==> src/csp_pkg.sv <==
// ----------------------------------------------------------------------------
// csp_pkg
// Shared types, codes and constants of the CIDR scope parser.
// ----------------------------------------------------------------------------
package csp_pkg;

    // Configuration register indexes
    localparam int unsigned CFG_IDX_W = 2;
    typedef enum logic [CFG_IDX_W-1:0] {
        CFG_SCOPE_MODE    = 2'd0,
        CFG_MAX_HOSTS     = 2'd1,
        CFG_PERMIT_REMOTE = 2'd2,
        CFG_CONFIRMED     = 2'd3
    } t_cfg_idx;

    // Result status codes
    typedef enum logic [3:0] {
        ST_OK              = 4'd0,
        ST_NO_PREFIX       = 4'd1,
        ST_BAD_ADDR        = 4'd2,
        ST_BAD_PREFIX_CHAR = 4'd3,
        ST_PREFIX_OVER     = 4'd4,
        ST_CAP_EXCEEDED    = 4'd5,
        ST_NON_LOCAL       = 4'd6,
        ST_NOT_ALLOWED     = 4'd7,
        ST_NOT_CONFIRMED   = 4'd8
    } t_status;

    // Sticky prefix error
    typedef enum logic [1:0] {
        PERR_NONE = 2'd0,
        PERR_CHAR = 2'd1,
        PERR_OVER = 2'd2
    } t_perr;

    // Scope modes
    localparam logic MODE_CUSTOM  = 1'b0;
    localparam logic MODE_ADAPTER = 1'b1;

    // Characters
    localparam logic [7:0] CH_ZERO  = 8'h30;
    localparam logic [7:0] CH_NINE  = 8'h39;
    localparam logic [7:0] CH_DOT   = 8'h2E;
    localparam logic [7:0] CH_SLASH = 8'h2F;

    // Limits and reset values
    localparam logic [11:0] OCTET_MAX      = 12'd255;
    localparam logic [9:0]  PREFIX_MAX     = 10'd32;
    localparam logic [5:0]  PREFIX_FULL    = 6'd32;
    localparam logic [5:0]  ADAPTER_PREFIX = 6'd24;
    localparam logic [1:0]  LAST_DOT       = 2'd3;
    localparam logic [31:0] MAX_HOSTS_RST  = 32'd256;

    // Private ranges
    localparam logic [31:0] PRIV_A_MASK = 32'hFF00_0000;
    localparam logic [31:0] PRIV_A_NET  = 32'h0A00_0000;
    localparam logic [31:0] PRIV_B_MASK = 32'hFFF0_0000;
    localparam logic [31:0] PRIV_B_NET  = 32'hAC10_0000;
    localparam logic [31:0] PRIV_C_MASK = 32'hFFFF_0000;
    localparam logic [31:0] PRIV_C_NET  = 32'hC0A8_0000;

    // Input word
    typedef struct packed {
        logic [7:0] text_char;
        logic       last_char;
    } t_csp_in;

    // Result word
    typedef struct packed {
        logic [3:0]  status;
        logic [31:0] network_addr;
        logic [31:0] host_lo;
        logic [31:0] host_hi;
        logic [31:0] host_total;
        logic [5:0]  prefix_len;
        logic        is_private;
    } t_csp_out;

    // Configuration register set
    typedef struct packed {
        logic        scope_mode;
        logic [31:0] max_hosts;
        logic        permit_remote;
        logic        confirmed;
    } t_csp_cfg;

    // Parsed text handed from parser to resolver
    typedef struct packed {
        logic        mode;
        t_status     parse_status;
        logic [31:0] addr;
        logic [5:0]  prefix;
    } t_csp_fin;

endpackage

==> src/csp_cfg.sv <==
// ----------------------------------------------------------------------------
// csp_cfg
// Configuration register file; takes one write per cycle.
// ----------------------------------------------------------------------------
module csp_cfg
    import csp_pkg::*;
(
    input  logic                 i_clk,
    input  logic                 i_rst_n,
    input  logic                 i_cfg_valid,
    output logic                 o_cfg_ready,
    input  logic [CFG_IDX_W-1:0] i_cfg_index,
    input  logic [31:0]          i_cfg_data,
    output t_csp_cfg             o_cfg
);

    t_csp_cfg r_cfg;

    assign o_cfg_ready = 1'b1;
    assign o_cfg       = r_cfg;

    // Write the addressed register
    always_ff @(posedge i_clk) begin
        if (!i_rst_n) begin
            r_cfg.scope_mode    <= MODE_CUSTOM;
            r_cfg.max_hosts     <= MAX_HOSTS_RST;
            r_cfg.permit_remote <= 1'b0;
            r_cfg.confirmed     <= 1'b0;
        end else if (i_cfg_valid) begin
            case (t_cfg_idx'(i_cfg_index))
                CFG_SCOPE_MODE:    r_cfg.scope_mode    <= i_cfg_data[0];
                CFG_MAX_HOSTS:     r_cfg.max_hosts     <= i_cfg_data;
                CFG_PERMIT_REMOTE: r_cfg.permit_remote <= i_cfg_data[0];
                CFG_CONFIRMED:     r_cfg.confirmed     <= i_cfg_data[0];
                default: ;
            endcase
        end
    end

endmodule

==> src/csp_parse.sv <==
// ----------------------------------------------------------------------------
// csp_parse
// Character parser: updates the text accumulators one word per cycle unless
// stalled; the last character registers closed address, prefix, parse status.
// ----------------------------------------------------------------------------
module csp_parse
    import csp_pkg::*;
(
    input  logic     i_clk,
    input  logic     i_rst_n,
    input  logic     i_mode,
    input  logic     i_valid,
    output logic     o_ready,
    input  t_csp_in  i_data,
    output logic     o_fin_valid,
    input  logic     i_fin_ready,
    output t_csp_fin o_fin
);

    logic [7:0]  r_octet_acc,        n_octet_acc;
    logic        r_octet_has_digit,  n_octet_has_digit;
    logic [1:0]  r_dot_count,        n_dot_count;
    logic [31:0] r_addr_acc,         n_addr_acc;
    logic        r_addr_bad,         n_addr_bad;
    logic        r_at_first_char;
    logic        r_seen_slash,       n_seen_slash;
    logic        r_slash_first,      n_slash_first;
    logic [5:0]  r_prefix_acc,       n_prefix_acc;
    logic        r_prefix_has_digit, n_prefix_has_digit;
    t_perr       r_prefix_err,       n_prefix_err;
    logic        r_fin_valid;
    t_csp_fin    r_fin,              n_fin;

    logic        accept;
    logic        is_digit;
    logic [3:0]  digit;
    logic [11:0] octet_v;
    logic [9:0]  prefix_v;
    logic        after;
    logic        fin_bad;

    assign accept      = i_valid && o_ready;
    assign o_ready     = !r_fin_valid || i_fin_ready;
    assign o_fin_valid = r_fin_valid;
    assign o_fin       = r_fin;

    assign is_digit = (i_data.text_char >= CH_ZERO) && (i_data.text_char <= CH_NINE);
    assign digit    = 4'(i_data.text_char - CH_ZERO);
    assign octet_v  = {4'd0, r_octet_acc} * 12'd10 + {8'd0, digit};
    assign prefix_v = {4'd0, r_prefix_acc} * 10'd10 + {6'd0, digit};

    // Step the accumulators for one character
    always_comb begin
        n_octet_acc        = r_octet_acc;
        n_octet_has_digit  = r_octet_has_digit;
        n_dot_count        = r_dot_count;
        n_addr_acc         = r_addr_acc;
        n_addr_bad         = r_addr_bad;
        n_seen_slash       = r_seen_slash;
        n_slash_first      = r_slash_first;
        n_prefix_acc       = r_prefix_acc;
        n_prefix_has_digit = r_prefix_has_digit;
        n_prefix_err       = r_prefix_err;

        if (r_seen_slash) begin
            // Prefix digits; the first error sticks
            if (r_prefix_err == PERR_NONE) begin
                if (is_digit) begin
                    if (prefix_v > PREFIX_MAX) begin
                        n_prefix_err = PERR_OVER;
                    end else begin
                        n_prefix_acc       = prefix_v[5:0];
                        n_prefix_has_digit = 1'b1;
                    end
                end else begin
                    n_prefix_err = PERR_CHAR;
                end
            end
        end else if (i_mode == MODE_CUSTOM && i_data.text_char == CH_SLASH) begin
            // Slash closes the address
            if (r_at_first_char) begin
                n_slash_first = 1'b1;
            end
            n_seen_slash = 1'b1;
            if (!r_octet_has_digit || r_dot_count != LAST_DOT) begin
                n_addr_bad = 1'b1;
            end
            n_addr_acc = {r_addr_acc[23:0], r_octet_acc};
        end else if (is_digit) begin
            if (octet_v > OCTET_MAX) begin
                n_addr_bad = 1'b1;
            end else begin
                n_octet_acc       = octet_v[7:0];
                n_octet_has_digit = 1'b1;
            end
        end else if (i_data.text_char == CH_DOT) begin
            if (!r_octet_has_digit || r_dot_count == LAST_DOT) begin
                n_addr_bad = 1'b1;
            end else begin
                n_addr_acc        = {r_addr_acc[23:0], r_octet_acc};
                n_dot_count       = r_dot_count + 2'd1;
                n_octet_acc       = 8'd0;
                n_octet_has_digit = 1'b0;
            end
        end else begin
            n_addr_bad = 1'b1;
        end
    end

    // Close the text at the last character
    always_comb begin
        after   = n_prefix_has_digit || (n_prefix_err != PERR_NONE);
        fin_bad = n_addr_bad;
        n_fin.mode         = i_mode;
        n_fin.parse_status = ST_OK;
        n_fin.addr         = n_addr_acc;
        n_fin.prefix       = n_prefix_acc;
        if (i_mode == MODE_CUSTOM) begin
            if (!n_seen_slash || n_slash_first || !after) begin
                n_fin.parse_status = ST_NO_PREFIX;
            end else if (n_addr_bad) begin
                n_fin.parse_status = ST_BAD_ADDR;
            end else if (n_prefix_err == PERR_CHAR) begin
                n_fin.parse_status = ST_BAD_PREFIX_CHAR;
            end else if (n_prefix_err == PERR_OVER) begin
                n_fin.parse_status = ST_PREFIX_OVER;
            end
        end else begin
            n_fin.prefix = ADAPTER_PREFIX;
            if (n_seen_slash) begin
                fin_bad = 1'b1;
            end else begin
                if (!n_octet_has_digit || n_dot_count != LAST_DOT) begin
                    fin_bad = 1'b1;
                end
                n_fin.addr = {n_addr_acc[23:0], n_octet_acc};
            end
            if (fin_bad) begin
                n_fin.parse_status = ST_BAD_ADDR;
            end
        end
    end

    // Hold text state; clear it after the last character
    always_ff @(posedge i_clk) begin
        if (!i_rst_n) begin
            r_octet_acc        <= 8'd0;
            r_octet_has_digit  <= 1'b0;
            r_dot_count        <= 2'd0;
            r_addr_acc         <= 32'd0;
            r_addr_bad         <= 1'b0;
            r_at_first_char    <= 1'b1;
            r_seen_slash       <= 1'b0;
            r_slash_first      <= 1'b0;
            r_prefix_acc       <= 6'd0;
            r_prefix_has_digit <= 1'b0;
            r_prefix_err       <= PERR_NONE;
        end else if (accept) begin
            if (i_data.last_char) begin
                r_octet_acc        <= 8'd0;
                r_octet_has_digit  <= 1'b0;
                r_dot_count        <= 2'd0;
                r_addr_acc         <= 32'd0;
                r_addr_bad         <= 1'b0;
                r_at_first_char    <= 1'b1;
                r_seen_slash       <= 1'b0;
                r_slash_first      <= 1'b0;
                r_prefix_acc       <= 6'd0;
                r_prefix_has_digit <= 1'b0;
                r_prefix_err       <= PERR_NONE;
            end else begin
                r_octet_acc        <= n_octet_acc;
                r_octet_has_digit  <= n_octet_has_digit;
                r_dot_count        <= n_dot_count;
                r_addr_acc         <= n_addr_acc;
                r_addr_bad         <= n_addr_bad;
                r_at_first_char    <= 1'b0;
                r_seen_slash       <= n_seen_slash;
                r_slash_first      <= n_slash_first;
                r_prefix_acc       <= n_prefix_acc;
                r_prefix_has_digit <= n_prefix_has_digit;
                r_prefix_err       <= n_prefix_err;
            end
        end
    end

    // Hold the closed text until the resolver takes it
    always_ff @(posedge i_clk) begin
        if (!i_rst_n) begin
            r_fin_valid <= 1'b0;
        end else if (accept && i_data.last_char) begin
            r_fin_valid <= 1'b1;
        end else if (i_fin_ready) begin
            r_fin_valid <= 1'b0;
        end
    end

    always_ff @(posedge i_clk) begin
        if (accept && i_data.last_char) begin
            r_fin <= n_fin;
        end
    end

endmodule

==> src/csp_resolve.sv <==
// ----------------------------------------------------------------------------
// csp_resolve
// Range resolver: derives network, hosts and count from address and prefix,
// applies the cap and scope policy, and holds the result word.
// ----------------------------------------------------------------------------
module csp_resolve
    import csp_pkg::*;
(
    input  logic     i_clk,
    input  logic     i_rst_n,
    input  t_csp_cfg i_cfg,
    input  logic     i_fin_valid,
    output logic     o_fin_ready,
    input  t_csp_fin i_fin,
    output logic     o_valid,
    input  logic     i_ready,
    output t_csp_out o_data
);

    logic        r_out_valid;
    t_csp_out    r_out, n_out;

    logic [31:0] mask;
    logic [31:0] net;
    logic [31:0] host_bits;
    logic [31:0] count;
    logic        priv;
    logic        load;

    assign o_fin_ready = !r_out_valid || i_ready;
    assign load        = i_fin_valid && o_fin_ready;
    assign o_valid     = r_out_valid;
    assign o_data      = r_out;

    // Derive the range
    assign mask      = ~(32'hFFFF_FFFF >> i_fin.prefix);
    assign net       = i_fin.addr & mask;
    assign host_bits = ~mask;
    assign count     = (i_fin.prefix >= PREFIX_FULL) ? 32'd0 : host_bits - 32'd1;
    assign priv      = ((net & PRIV_A_MASK) == PRIV_A_NET)
                    || ((net & PRIV_B_MASK) == PRIV_B_NET)
                    || ((net & PRIV_C_MASK) == PRIV_C_NET);

    // Apply policy in the order of the mode
    always_comb begin
        n_out = '0;
        n_out.status = i_fin.parse_status;
        if (i_fin.parse_status == ST_OK) begin
            if (i_fin.mode == MODE_CUSTOM) begin
                if (count > i_cfg.max_hosts) begin
                    n_out.status = ST_CAP_EXCEEDED;
                end else if (!priv && !i_cfg.permit_remote) begin
                    n_out.status = ST_NOT_ALLOWED;
                end else if (!priv && !i_cfg.confirmed) begin
                    n_out.status = ST_NOT_CONFIRMED;
                end
            end else begin
                if (!priv) begin
                    n_out.status = ST_NON_LOCAL;
                end else if (count > i_cfg.max_hosts) begin
                    n_out.status = ST_CAP_EXCEEDED;
                end
            end
            n_out.network_addr = net;
            n_out.host_lo      = net + 32'd1;
            n_out.host_hi      = (net | host_bits) - 32'd1;
            n_out.host_total   = count;
            n_out.prefix_len   = i_fin.prefix;
            n_out.is_private   = priv;
        end
    end

    // Hold the result word until it is taken
    always_ff @(posedge i_clk) begin
        if (!i_rst_n) begin
            r_out_valid <= 1'b0;
        end else if (load) begin
            r_out_valid <= 1'b1;
        end else if (i_ready) begin
            r_out_valid <= 1'b0;
        end
    end

    always_ff @(posedge i_clk) begin
        if (load) begin
            r_out <= n_out;
        end
    end

endmodule

==> src/cidr_scope_parser.sv <==
// ----------------------------------------------------------------------------
// cidr_scope_parser
// Streaming parser for one dotted IPv4 text with CIDR range and scope checks.
// ----------------------------------------------------------------------------
// Usage:
//   Input channel (i_valid/o_ready/i_data) carries one text character per
//   word with a last flag. Only the last character produces a result word on
//   the output channel (o_valid/i_ready/o_data): status, network, first and
//   last host, host count, prefix length and private flag.
//   The configuration channel (i_cfg_valid/o_cfg_ready/i_cfg_index/
//   i_cfg_data) is always ready; write it only while no text is in flight.
//   Throughput: one character per cycle, sustained while the receiver keeps
//   up, back to back across texts. The parser register and the result
//   register each hold one word, so a new text streams in while the previous
//   result waits. The last character closes the text into the parser
//   register, and the resolved range is held in the result register.
//   When the receiver stalls, the result holds and the parser holds one
//   closed text behind it; o_ready drops only when both are full.
//   Reset clears the text state, empties both registers and sets the
//   configuration to custom mode, cap 256, non-local denied, unconfirmed.
// ----------------------------------------------------------------------------
module cidr_scope_parser
    import csp_pkg::*;
(
    input  logic                 i_clk,
    input  logic                 i_rst_n,
    input  logic                 i_valid,
    output logic                 o_ready,
    input  t_csp_in              i_data,
    output logic                 o_valid,
    input  logic                 i_ready,
    output t_csp_out             o_data,
    input  logic                 i_cfg_valid,
    output logic                 o_cfg_ready,
    input  logic [CFG_IDX_W-1:0] i_cfg_index,
    input  logic [31:0]          i_cfg_data
);

    t_csp_cfg cfg;
    t_csp_fin fin;
    logic     fin_valid;
    logic     fin_ready;

    // Configuration registers
    csp_cfg u_cfg (
        .i_clk       (i_clk),
        .i_rst_n     (i_rst_n),
        .i_cfg_valid (i_cfg_valid),
        .o_cfg_ready (o_cfg_ready),
        .i_cfg_index (i_cfg_index),
        .i_cfg_data  (i_cfg_data),
        .o_cfg       (cfg)
    );

    // Character parser
    csp_parse u_parse (
        .i_clk       (i_clk),
        .i_rst_n     (i_rst_n),
        .i_mode      (cfg.scope_mode),
        .i_valid     (i_valid),
        .o_ready     (o_ready),
        .i_data      (i_data),
        .o_fin_valid (fin_valid),
        .i_fin_ready (fin_ready),
        .o_fin       (fin)
    );

    // Range resolver and result register
    csp_resolve u_resolve (
        .i_clk       (i_clk),
        .i_rst_n     (i_rst_n),
        .i_cfg       (cfg),
        .i_fin_valid (fin_valid),
        .o_fin_ready (fin_ready),
        .i_fin       (fin),
        .o_valid     (o_valid),
        .i_ready     (i_ready),
        .o_data      (o_data)
    );

endmodule

==> config.mk <==
export PLATFORM = sky130hd
export DESIGN_NAME = cidr_scope_parser
export DESIGN_NICKNAME = d
export VERILOG_FILES = /design/src/csp_pkg.sv /design/src/csp_cfg.sv /design/src/csp_parse.sv /design/src/csp_resolve.sv /design/src/cidr_scope_parser.sv
export SDC_FILE = /design/constraint.sdc
export NUM_CORES = 1
export LEC_CHECK = 0
export ABC_CLOCK_PERIOD_IN_PS = 8000
export BUFFER_PORTS_ARGS = -buffer_cell sky130_fd_sc_hd__clkbuf_2
export CELL_PAD_IN_SITES_DETAIL_PLACEMENT = 1
export CELL_PAD_IN_SITES_GLOBAL_PLACEMENT = 1
export CORE_AREA = 2 2 183 185
export CTS_CLUSTER_SIZE = 8
export DETAILED_ROUTE_END_ITERATION = 7
export DIE_AREA = 0 0 185 187
export PLACE_DENSITY_LB_ADDON = 0.1
export RECOVER_POWER = 25
export SLEW_MARGIN = 30
export SYNTH_ARGS = -nofsm -noshare
export SYNTH_HDL_FRONTEND = slang
export SYNTH_SLANG_ARGS = --single-unit
==> constraint.sdc <==
create_clock -name i_clk -period 8 [get_ports i_clk]
set_input_delay 0.4 -clock i_clk [delete_from_list [all_inputs] [get_ports i_clk]]
set_output_delay 0.4 -clock i_clk [all_outputs]
set_load 0.005 [all_outputs]
==> impl_metrics.tcl, run 1 <==
set metrics [dict create \
    setup_violations 0 \
    gp_congestion 0.860 \
    synth-async-reset-ratio 0 \
    ys_seq_area_frac 0.493 \
    die-area_mm2 0.0346 \
    syn_area_mm2 0.0148 \
    die_y_um 187 \
    post-place-ws_ps 3510 \
    path_cells "or2_0 -> inv_2 -> nand2_1 -> inv_1 -> ha_1 -> nand4_1 -> nor4_1 -> o21ai_0 -> o2111ai_1 -> and2_1 -> nor2_1 -> a221oi_1" \
    syn-instance-count 1477 \
    grt_usage 0.267 \
    whs_ps 95.1 \
    final_cell_mix "200 x nor2_1, 181 x edfxtp_1, 136 x clkbuf_2, 122 x nand2_1, 93 x dfxtp_1" \
    critical_path.startpoint "u_parse.o_fin[4]" \
    drt_iter0_markers 953 \
    htreeDepth 2 \
    fin_tns_setup_ps 0 \
    post-route-cell-area_mm2 0.0171 \
    final_net_count 1753 \
    place_inst 2045 \
    gr-usage-met3 0.0378 \
    start_kind "flip-flop" \
    yosysWarnings 0 \
    n_antenna_cell 0 \
    synth-edff-count 181 \
    finalHoldViolations 0 \
    outcome "complete, but fails checks" \
    clk_pin_slew_ps 50 \
    cts.sinks 274 \
    synth_top_area_frac 0.367 \
    cts_root_buf "clkbuf_16" \
    cts_buffers 40 \
    grt_pass1_wl_um 71400 \
    max_freq_mhz 214 \
    clk_latency_ps 540 \
    top_usage_layer "met2" \
    grt_max_degree 86 \
    worst_pin_slew_ps 3360 \
    port_buffers 188 \
    first_global_vias 12276 \
    synth_area_leaders "edfxtp_1 37%, dfxtp_1 13%, ha_1 5.2%" \
    multiInputGateArea_mm2 0.00683 \
    irDropWorstVdd_v 0.000143 \
    cts_tree "yes" \
    skew_ps 20.3 \
    start_util 0.450 \
    fill_cells 3766 \
    reg2reg_slack_ps 3320 \
    final_cells 2112 \
    violations "max-capacitance violations, max-slew violations" \
    viasPerCell 5.74 \
    worstPathArrival_ps 5000 \
    cts_resized 0 \
    final.period_utilization 0.585 \
    rr_worst_depth 12 \
    critPathRequiredTime_ps 8320 \
    io_pins 190 \
    met2_usage 0.433 \
    reg2reg_to "u_resolve.o_data[135]" \
    synth_top_area_cell "edfxtp_1" \
    first_pass_iters 5 \
    drt-total-wl_um 46300 \
    reg2reg_from "u_parse.o_fin[4]" \
    rows 67 \
    vias 12133 \
    fp.coreArea_mm2 0.0329 \
    hp-start "i_cfg_data[31]" \
    crit_path_max_fanout 20 \
    syn_avg_cell_area_um2 10.0 \
    die_width_um 185 \
    postRouteAntennaNets 0 \
    endpoint_kind "flip-flop" \
    wl_per_cell_um 21.9 \
    drcViolationCount 0 \
    synth.distinct_cells 106 \
    ys_ff_latch 274 \
    regArea_mm2 0.00730 \
    place_hpwl_um 34000 \
    path_class "reg -> reg" \
    min_to "u_cfg.o_cfg[33]" \
    maxSlewHeadroom -1.24 \
    setup_slack_ps 3320 \
    rsz0062_at_grt "no" \
    overflow 0 \
    placed_area_mm2 0.0160 \
    cts.path.max_buffers 3 \
    syn_to_final_growth_pct 15.5 \
    met1_usage 0.373 \
    hold_class "in -> reg" \
    period_minus_slack_ps 4680 \
    cpMaxStageDelayCell "edfxtp_1" \
    ctsHoldBuffers 0 \
    max_cap_viol_count 1 \
    final_max_slew_viol_count 86 \
    layout_commonest_cell "nor2_1" \
    cts_setup_buffers 0 \
    slowest_delay_ps 890 \
    drive_gt1_frac 0.151 \
    power_density_mw_per_mm2 198 \
    synth_ff_type "edfxtp_1" \
    holdPathStages 3 \
    cellLeakagePower_nw 6.35 \
    antenna_found_initial 0 \
]
## worst max-delay path by stage
stage | depth (start not counted) | slack, ps | to
after floorplan | 2 | 770 | u_resolve.o_data[0]
after global placement | 12 | 3490 | u_resolve.o_data[135]
after detailed placement | 12 | 3510 | u_resolve.o_data[135]
after CTS | 12 | 3470 | u_resolve.o_data[135]
after global routing | 7 | 2780 | u_parse.r_octet_acc[5]
final | 12 | 3320 | u_resolve.o_data[135]
## registers in the layout (all words and copies together), names as in the netlist, 2 cells and up
signal / flops
u_parse.r_addr_acc: 32
u_parse.o_fin: 42
u_parse.r_dot_count: 2
u_parse.r_prefix_err: 2
u_resolve.o_data: 139
u_cfg.o_cfg: 35
u_parse.r_prefix_acc: 6
u_parse.r_octet_acc: 8
## where the power goes
part           switching, mW  total [mW]  internal (mW)  leakage, nW
clock network          0.617        1.58          0.958        0.553
registers             0.0287        1.57           1.54         2.49
logic                  0.154       0.235         0.0815         3.31
total                  0.800        3.38           2.58         6.35
## metal layers
layer | up-vias | part of all wire
met3 | 79 | 0.055
met5 | - | 0
met4 | 0 | 0.025
met1 | 6003 | 0.45
met2 | 403 | 0.47
li1 | 5648 | -
## logic make-up after synthesis
group | synth area share
xor+xnor | 0.0314
simple gates | 0.214
buf+inv | 0.0466
mux | 0.0134
other cells | 0.000508
compound gates | 0.144
flops | 0.493
fa+ha+maj | 0.0570
## critical path: cells and delay by family, from the launching register on
| kind | cells | cell delay (ps) |
|---|---|---|
| buf+inv | 2 | 360 |
| fa+ha+maj | 1 | 310 |
| flops | 1 | 890 |
| compound gates | 3 | 850 |
| simple gates | 6 | 2050 |
## synth_stat cells, types with 5 or more instances
master / instances
nor2_1: 201
edfxtp_1: 181
nand2_1: 123
dfxtp_1: 93
inv_1: 64
ha_1: 61
nor2b_1: 53
clkbuf_1: 51
o21ai_0: 48
a21boi_0: 40
nor3_1: 39
a21oi_1: 38
a22oi_1: 33
nand3_1: 32
xor2_1: 29
and2_1: 28
o22ai_1: 28
xnor2_1: 24
nand4_1: 21
nor4_1: 19
buf_2: 15
a21o_1: 14
mux2i_1: 13
o21a_1: 12
or3_1: 11
a211oi_1: 10
and3_1: 10
nor3b_1: 9
or2_2: 9
or4_1: 9
a31oi_1: 8
buf_4: 7
buf_6: 6
and4_1: 5
nand3b_1: 5
nand4b_1: 5
nor4b_1: 5
o21ai_1: 5
o31ai_1: 5
## stage by stage
step	util	power (mW)
2_1_floorplan	-	1.74
4_1_cts	0.522	3.41
5_1_grt	0.520	3.49
3_3_place_gp	0.487	1.82
3_5_place_dp	0.487	1.83
6_report	0.520	3.38
## layout make-up
cell class / count / area share
sequential: 274 / 0.427
clock buffer: 64 / 0.0663
timing repair buffer: 204 / 0.0581
multi-input combinational: 1052 / 0.400
inverter: 68 / 0.0149
clock inverter: 2 / 0.00103
tap: 448 / 0.0328
Power figures use the tool's default switching activity.
==> run 2, diff against run 1 <==
ABC_CLOCK_PERIOD_IN_PS = 3920   (was 8000)
CORE_AREA = 2 2 193 195   (was 2 2 183 185)
DIE_AREA = 0 0 195 197   (was 0 0 185 187)
clock period = 3.92 ns   (was 8 ns; I/O delays follow)
==> run 2 against run 1 <==
Final cell count rose by 4.3%; the flow still finishes with violations (max-capacitance violations, max-slew violations); via count increased by 0.54%; hold slack got worse by 55 ps; highest routed layer is now met5.
==> impl_metrics.tcl, run 2 (synthesis gave the netlist of run 1 again) <==
set metrics [dict create \
    n_antenna_cell 0 \
    rows 70 \
    clk_latency_ps 540 \
    wl_per_cell_um 21.3 \
    drt_iter0_markers 684 \
    setup_violations 0 \
    grt_max_degree 85 \
    drcViolationCount 0 \
    rsz0062_at_grt "no" \
    cts_setup_buffers 0 \
    maxSlewHeadroom -1.23 \
    path_class "reg -> reg" \
    endpoint_kind "flip-flop" \
    vias 12198 \
    syn_to_final_growth_pct 19.5 \
    first_pass_iters 5 \
    first_global_vias 12651 \
    die_width_um 195 \
    grt_usage 0.244 \
    fp.coreArea_mm2 0.0363 \
    cts_root_buf "clkbuf_16" \
    outcome "complete, but fails checks" \
    cts_buffers 40 \
    antenna_found_initial 2 \
    cellLeakagePower_nw 6.60 \
    postRouteAntennaNets 0 \
    port_buffers 188 \
    final_cell_mix "200 x nor2_1, 181 x edfxtp_1, 123 x nand2_1, 122 x clkbuf_2, 96 x clkbuf_1" \
    worstPathArrival_ps 3830 \
    die-area_mm2 0.0384 \
    viasPerCell 5.54 \
    start_kind "flip-flop" \
    cts.sinks 274 \
    setup_slack_ps 354 \
    max_cap_viol_count 1 \
    power_density_mw_per_mm2 392 \
    critPathRequiredTime_ps 4190 \
    final.period_utilization 0.910 \
    irDropWorstVdd_v 0.000298 \
    max_freq_mhz 280 \
    start_util 0.408 \
    period_minus_slack_ps 3570 \
    crit_path_max_fanout 7 \
    layout_commonest_cell "nor2_1" \
    cts.path.max_buffers 3 \
    violations "max-capacitance violations, max-slew violations" \
    grt_pass1_wl_um 73000 \
    final_net_count 1816 \
    clk_pin_slew_ps 50 \
    place_hpwl_um 34500 \
    overflow 0 \
    multiInputGateArea_mm2 0.00684 \
    die_y_um 197 \
    finalHoldViolations 0 \
    drt-total-wl_um 47000 \
    skew_ps 22.3 \
    htreeDepth 2 \
    gp_congestion 0.843 \
    regArea_mm2 0.00730 \
    post-place-ws_ps 373 \
    final_max_slew_viol_count 85 \
    cts_tree "yes" \
    io_pins 190 \
    worst_pin_slew_ps 3350 \
    hold_class "in -> reg" \
    fin_tns_setup_ps 0 \
    fill_cells 4164 \
    drive_gt1_frac 0.155 \
    largest_reg_flops 139 \
]
==> run 2: changes by cell type in the layout (fill, tap and decap cells not counted), sizes merged <==
| cell | before | now |
|---|---|---|
| clkinv | 0 | 1 |
| dlygate4sd3 | 0 | 33 |
| clkbuf | 252 | 259 |
| buf | 16 | 45 |
==> run 2: power breakdown <==
group / switching [mW] / internal, mW
Combinational: 0.330 / 0.201
Clock: 1.27 / 1.95
Sequential: 0.0496 / 3.14
==> run 2: per-layer routing <==
metal | global-route usage | routed length, µm | vias up
met5 | 0 | 13 | -
met4 | 0.0772 | 1330 | 2
met3 | 0.0380 | 2260 | 71
met2 | 0.416 | 22400 | 320
met1 | 0.320 | 21000 | 6025
li1 | - | - | 5780
==> run 2: cell type report <==
type,count,area share
Timing Repair Buffer,267,0.0879
Clock inverter,3,0.00127
Tap cell,468,0.0331
Sequential cell,274,0.413
Multi-Input combinational cell,1052,0.387
Inverter,68,0.0144
Clock buffer,70,0.0642
==> run 2: timing repair <==
action                    CTS  global route
hold endpoints to repair   35             0
hold buffers               33             0
resized for setup           0             0
==> run 2: stage by stage <==
stage / total power, mW / utilization / cell area [µm²] / std cells / hold WS (ps)
floorplan: 3.54 / - / 14800 / 1478 / 334
global placement: 3.74 / 0.449 / 16300 / 2096 / 435
detailed placement: 3.75 / 0.449 / 16300 / 2096 / 452
CTS: 7.01 / 0.490 / 17800 / 2202 / 14.9
global route: 7.18 / 0.488 / 17700 / 2202 / 58.5
finish: 6.94 / 0.488 / 17700 / 2202 / 40.1
==> run 2: worst paths after layout <==
path,slack (ps),endpoint,depth (start not counted),from
setup reg to reg,350,u_parse.o_fin[0],11,u_parse.r_prefix_acc[1]
setup / recovery,350,u_parse.o_fin[0],11,u_parse.r_prefix_acc[1]
hold reg to reg,470,u_cfg.o_cfg[29],2,u_cfg.o_cfg[29]
hold / removal,40,u_resolve.o_valid,3,i_ready
==> run 2: worst max-delay path: stages (launching register included) <==
cell       delay [ps]
dfxtp_1           340
ha_1              300
ha_1              210
inv_1              70
fa_1              440
nor4b_1           400
nand3_1           110
a2111oi_1         500
and3_1            380
buf_4             190
mux2i_1           260
nor2_1             70
==> run 3, diff against run 2 <==
ABC_AREA = 1   (was default)
CORE_AREA = 3 3 202 204   (was 2 2 193 195)
DIE_AREA = 0 0 205 207   (was 0 0 195 197)
==> run 3 against run 2 <==
The flow still finishes with violations (max-capacitance violations, max-slew violations); sequential cell count is the same; clock skew shrank 4.4 ps; sequential power is essentially flat; via count grew 17%; core utilization shrank 2.0 points; combinational power grew 9.2%; wire length grew 14%; synthesized cell count grew 33%; global-route usage grew 0.58 points; design area grew 4.4%; hold slack gained 18 ps; count of clock-buffer cells in the layout shrank 5.
==> impl_metrics.tcl, run 3 <==
set metrics [dict create \
    max_freq_mhz 291 \
    ys_ff_latch 274 \
    first_pass_iters 5 \
    synth_top_family_by_area "simple AND/OR/NAND/NOR gates" \
    endpoint_kind "flip-flop" \
    p_switching_mw 1.68 \
    wl_met2_um 25600 \
    grt_usage 0.250 \
    die_y_um 207 \
    port_buffers 188 \
    multiInputGateArea_mm2 0.00686 \
    cts_buffers 40 \
    start_util 0.394 \
    io_pins 190 \
    post-place-ws_ps 458 \
    synth_top_area_cell "edfxtp_1" \
    sw_frac_of_total 0.243 \
    grt_max_degree 78 \
    synth-xor-area-share 0.00450 \
    synth-edff-count 181 \
    reg2reg_from "u_parse.o_fin[2]" \
    syn_to_final_growth_pct 18.7 \
    violations "max-capacitance violations, max-slew violations" \
    synth.most_common_cell "nand2_1" \
    min_to "u_parse.o_fin_valid" \
    irDropWorstVdd_v 0.000283 \
    syn_avg_cell_area_um2 7.94 \
    rsz0062_at_grt "no" \
    synthAdderAreaFrac 0.0542 \
    synth.distinct_cells 54 \
    max_cap_viol_count 2 \
    cts_tree "yes" \
    synth_top_area_frac 0.349 \
    wl_met1_um 23400 \
    synth-compound-area-share 0.113 \
    viasPerCell 5.22 \
    skew_ps 17.9 \
    overflow 0 \
    cts.path.max_buffers 3 \
    drt_iter0_markers 746 \
    postRouteAntennaNets 0 \
    regArea_mm2 0.00730 \
    worst_pin_slew_ps 2050 \
    syn-instance-count 1959 \
    drcViolationCount 0 \
    synth_common_cells "373 x nand2_1, 298 x inv_1, 256 x nor2_1" \
    holdPathStages 5 \
    fin_tns_setup_ps 0 \
    outcome "complete, but fails checks" \
    power_density_mw_per_mm2 375 \
    wl_per_cell_um 19.6 \
    n_antenna_cell 0 \
    drive_gt1_frac 0.123 \
    layout_commonest_cell "nand2_1" \
    die_width_um 205 \
    hold_class "in -> reg" \
    clk_pin_slew_ps 50 \
    seq_power_share 0.462 \
    path_class "reg -> reg" \
    vias 14259 \
    final_max_slew_viol_count 116 \
    die-area_mm2 0.0424 \
    dr.max_layer_used "met4" \
    setup_violations 0 \
    comb_power_share 0.084 \
    cellLeakagePower_nw 7.82 \
    largest_reg_flops 139 \
    gp_congestion 0.953 \
    crit_path_max_fanout 6 \
    internal-power_mw 5.25 \
    critPathRequiredTime_ps 4220 \
    rows 73 \
    period_minus_slack_ps 3440 \
    yosys.area_share.simple 0.254 \
    synth_ff_type "edfxtp_1" \
    ys_seq_area_frac 0.469 \
    wl_met3_um 2970 \
    cts_setup_buffers 0 \
    hp-start "i_data[0]" \
    synth_mux_area_frac 0.0122 \
    yosysWarnings 0 \
    final_cell_mix "373 x nand2_1, 297 x inv_1, 254 x nor2_1, 181 x edfxtp_1, 141 x a21oi_1" \
    reg2reg_slack_ps 480 \
    worstPathArrival_ps 3730 \
    grt_pass1_wl_um 82400 \
    fp.coreArea_mm2 0.0395 \
    finalHoldViolations 0 \
    clk_latency_ps 550 \
    syn_area_mm2 0.0156 \
    reg2reg_to "u_resolve.o_data[135]" \
    cts.sinks 274 \
    fill_cells 4910 \
    rr_worst_depth 14 \
    synth-async-reset-ratio 0 \
    start_kind "flip-flop" \
    cts_root_buf "clkbuf_16" \
    setup_slack_ps 485 \
    final_net_count 2297 \
    place_hpwl_um 40700 \
    final.period_utilization 0.876 \
    antenna_found_initial 0 \
    maxSlewHeadroom -0.364 \
    synth_area_leaders "edfxtp_1 35%, dfxtp_1 12%, nand2_1 9.0%" \
    htreeDepth 2 \
    drt-total-wl_um 53600 \
    first_global_vias 14427 \
    clockPowerShare 0.454 \
]
==> run 3: cell types whose count changed after synthesis, sizes merged, moves of 27 or more <==
cell / change
nand2: +265
inv: +249
a21oi: +104
nor2: +78
nand3: +77
o21ai: +72
nor2b: -53
a21boi: -41
a22oi: -33
and2: -27
==> run 3: critical path, stage by stage (launching register included) <==
cell and delay, ps:
edfxtp_1 510, nor2_1 430, nand3_1 170, o21ai_1 550
ha_1 230, nand2_1 70, nor2_1 160, nand4_1 130
or3_1 370, nor2_1 150, a21oi_1 100, inv_1 80
nand2_1 80, nand3_1 90, nand2_1 60
==> run 3: layout make-up <==
class	count	area share
flip-flops and latches	274	0.395
multi-input cells	1310	0.371
repair buffers	239	0.0725
inverters	319	0.0650
clock buffers	65	0.0604
well taps	525	0.0356
clock inverters	1	0.000203
==> run 3: repair_timing <==
| action | CTS | global route |
|---|---|---|
| hold endpoints to repair | 35 | 0 |
| hold buffers | 37 | 0 |
| setup endpoints to repair | 0 | 0 |
| gates resized for setup | 0 | 0 |
==> run 3: worst max-delay path by stage <==
stage / startpoint / end / slack [ps]
finish: u_parse.o_fin[2] / u_resolve.o_data[135] / 480
global route: u_parse.o_fin[2] / u_resolve.o_data[135] / 90
CTS: u_parse.o_fin[5] / u_resolve.o_data[136] / 450
detailed placement: u_parse.o_fin[5] / u_resolve.o_data[136] / 460
global placement: u_parse.o_fin[5] / u_resolve.o_data[136] / 600
floorplan: u_resolve.o_valid / u_parse.r_slash_first / 800
==> run 3: cell families (layout without fill, tap and decap cells) <==
group,after synthesis,in the layout
other,2,3
AO/OA/AOI/OAI,324,324
buffers and inverters,376,624
adder cells (fa/ha/maj),65,65
AND/OR/NAND/NOR,891,891
flip-flops,274,274
multiplexers,19,19
XOR/XNOR,8,8
==> run 3: power groups by stage <==
| stage | Sequential (mW) | Clock [mW] | Combinational (mW) |
|---|---|---|---|
| 2_1_floorplan | 3.24 | 0 | 0.333 |
| 3_3_place_gp | 3.25 | 0 | 0.542 |
| 3_5_place_dp | 3.26 | 0 | 0.555 |
| 4_1_cts | 3.20 | 3.23 | 0.588 |
| 5_1_grt | 3.21 | 3.35 | 0.647 |
| 6_report | 3.20 | 3.15 | 0.581 |
==> run 3: layer usage <==
metal | GRT usage | vias up
met5 | 0 | -
met4 | 0.0808 | 0
met3 | 0.0420 | 90
met2 | 0.421 | 332
met1 | 0.327 | 6919
li1 | - | 6918
==> run 3: per-stage QoR <==
stage	util	hold slack [ps]	area (µm²)	total power, mW	cells
after floorplan	-	326	15600	3.57	1960
after global placement	0.433	423	17100	3.80	2630
after detailed placement	0.433	431	17100	3.81	2630
after CTS	0.471	30.4	18600	7.02	2733
after global routing	0.468	74.7	18500	7.20	2733
final	0.468	57.8	18500	6.93	2733
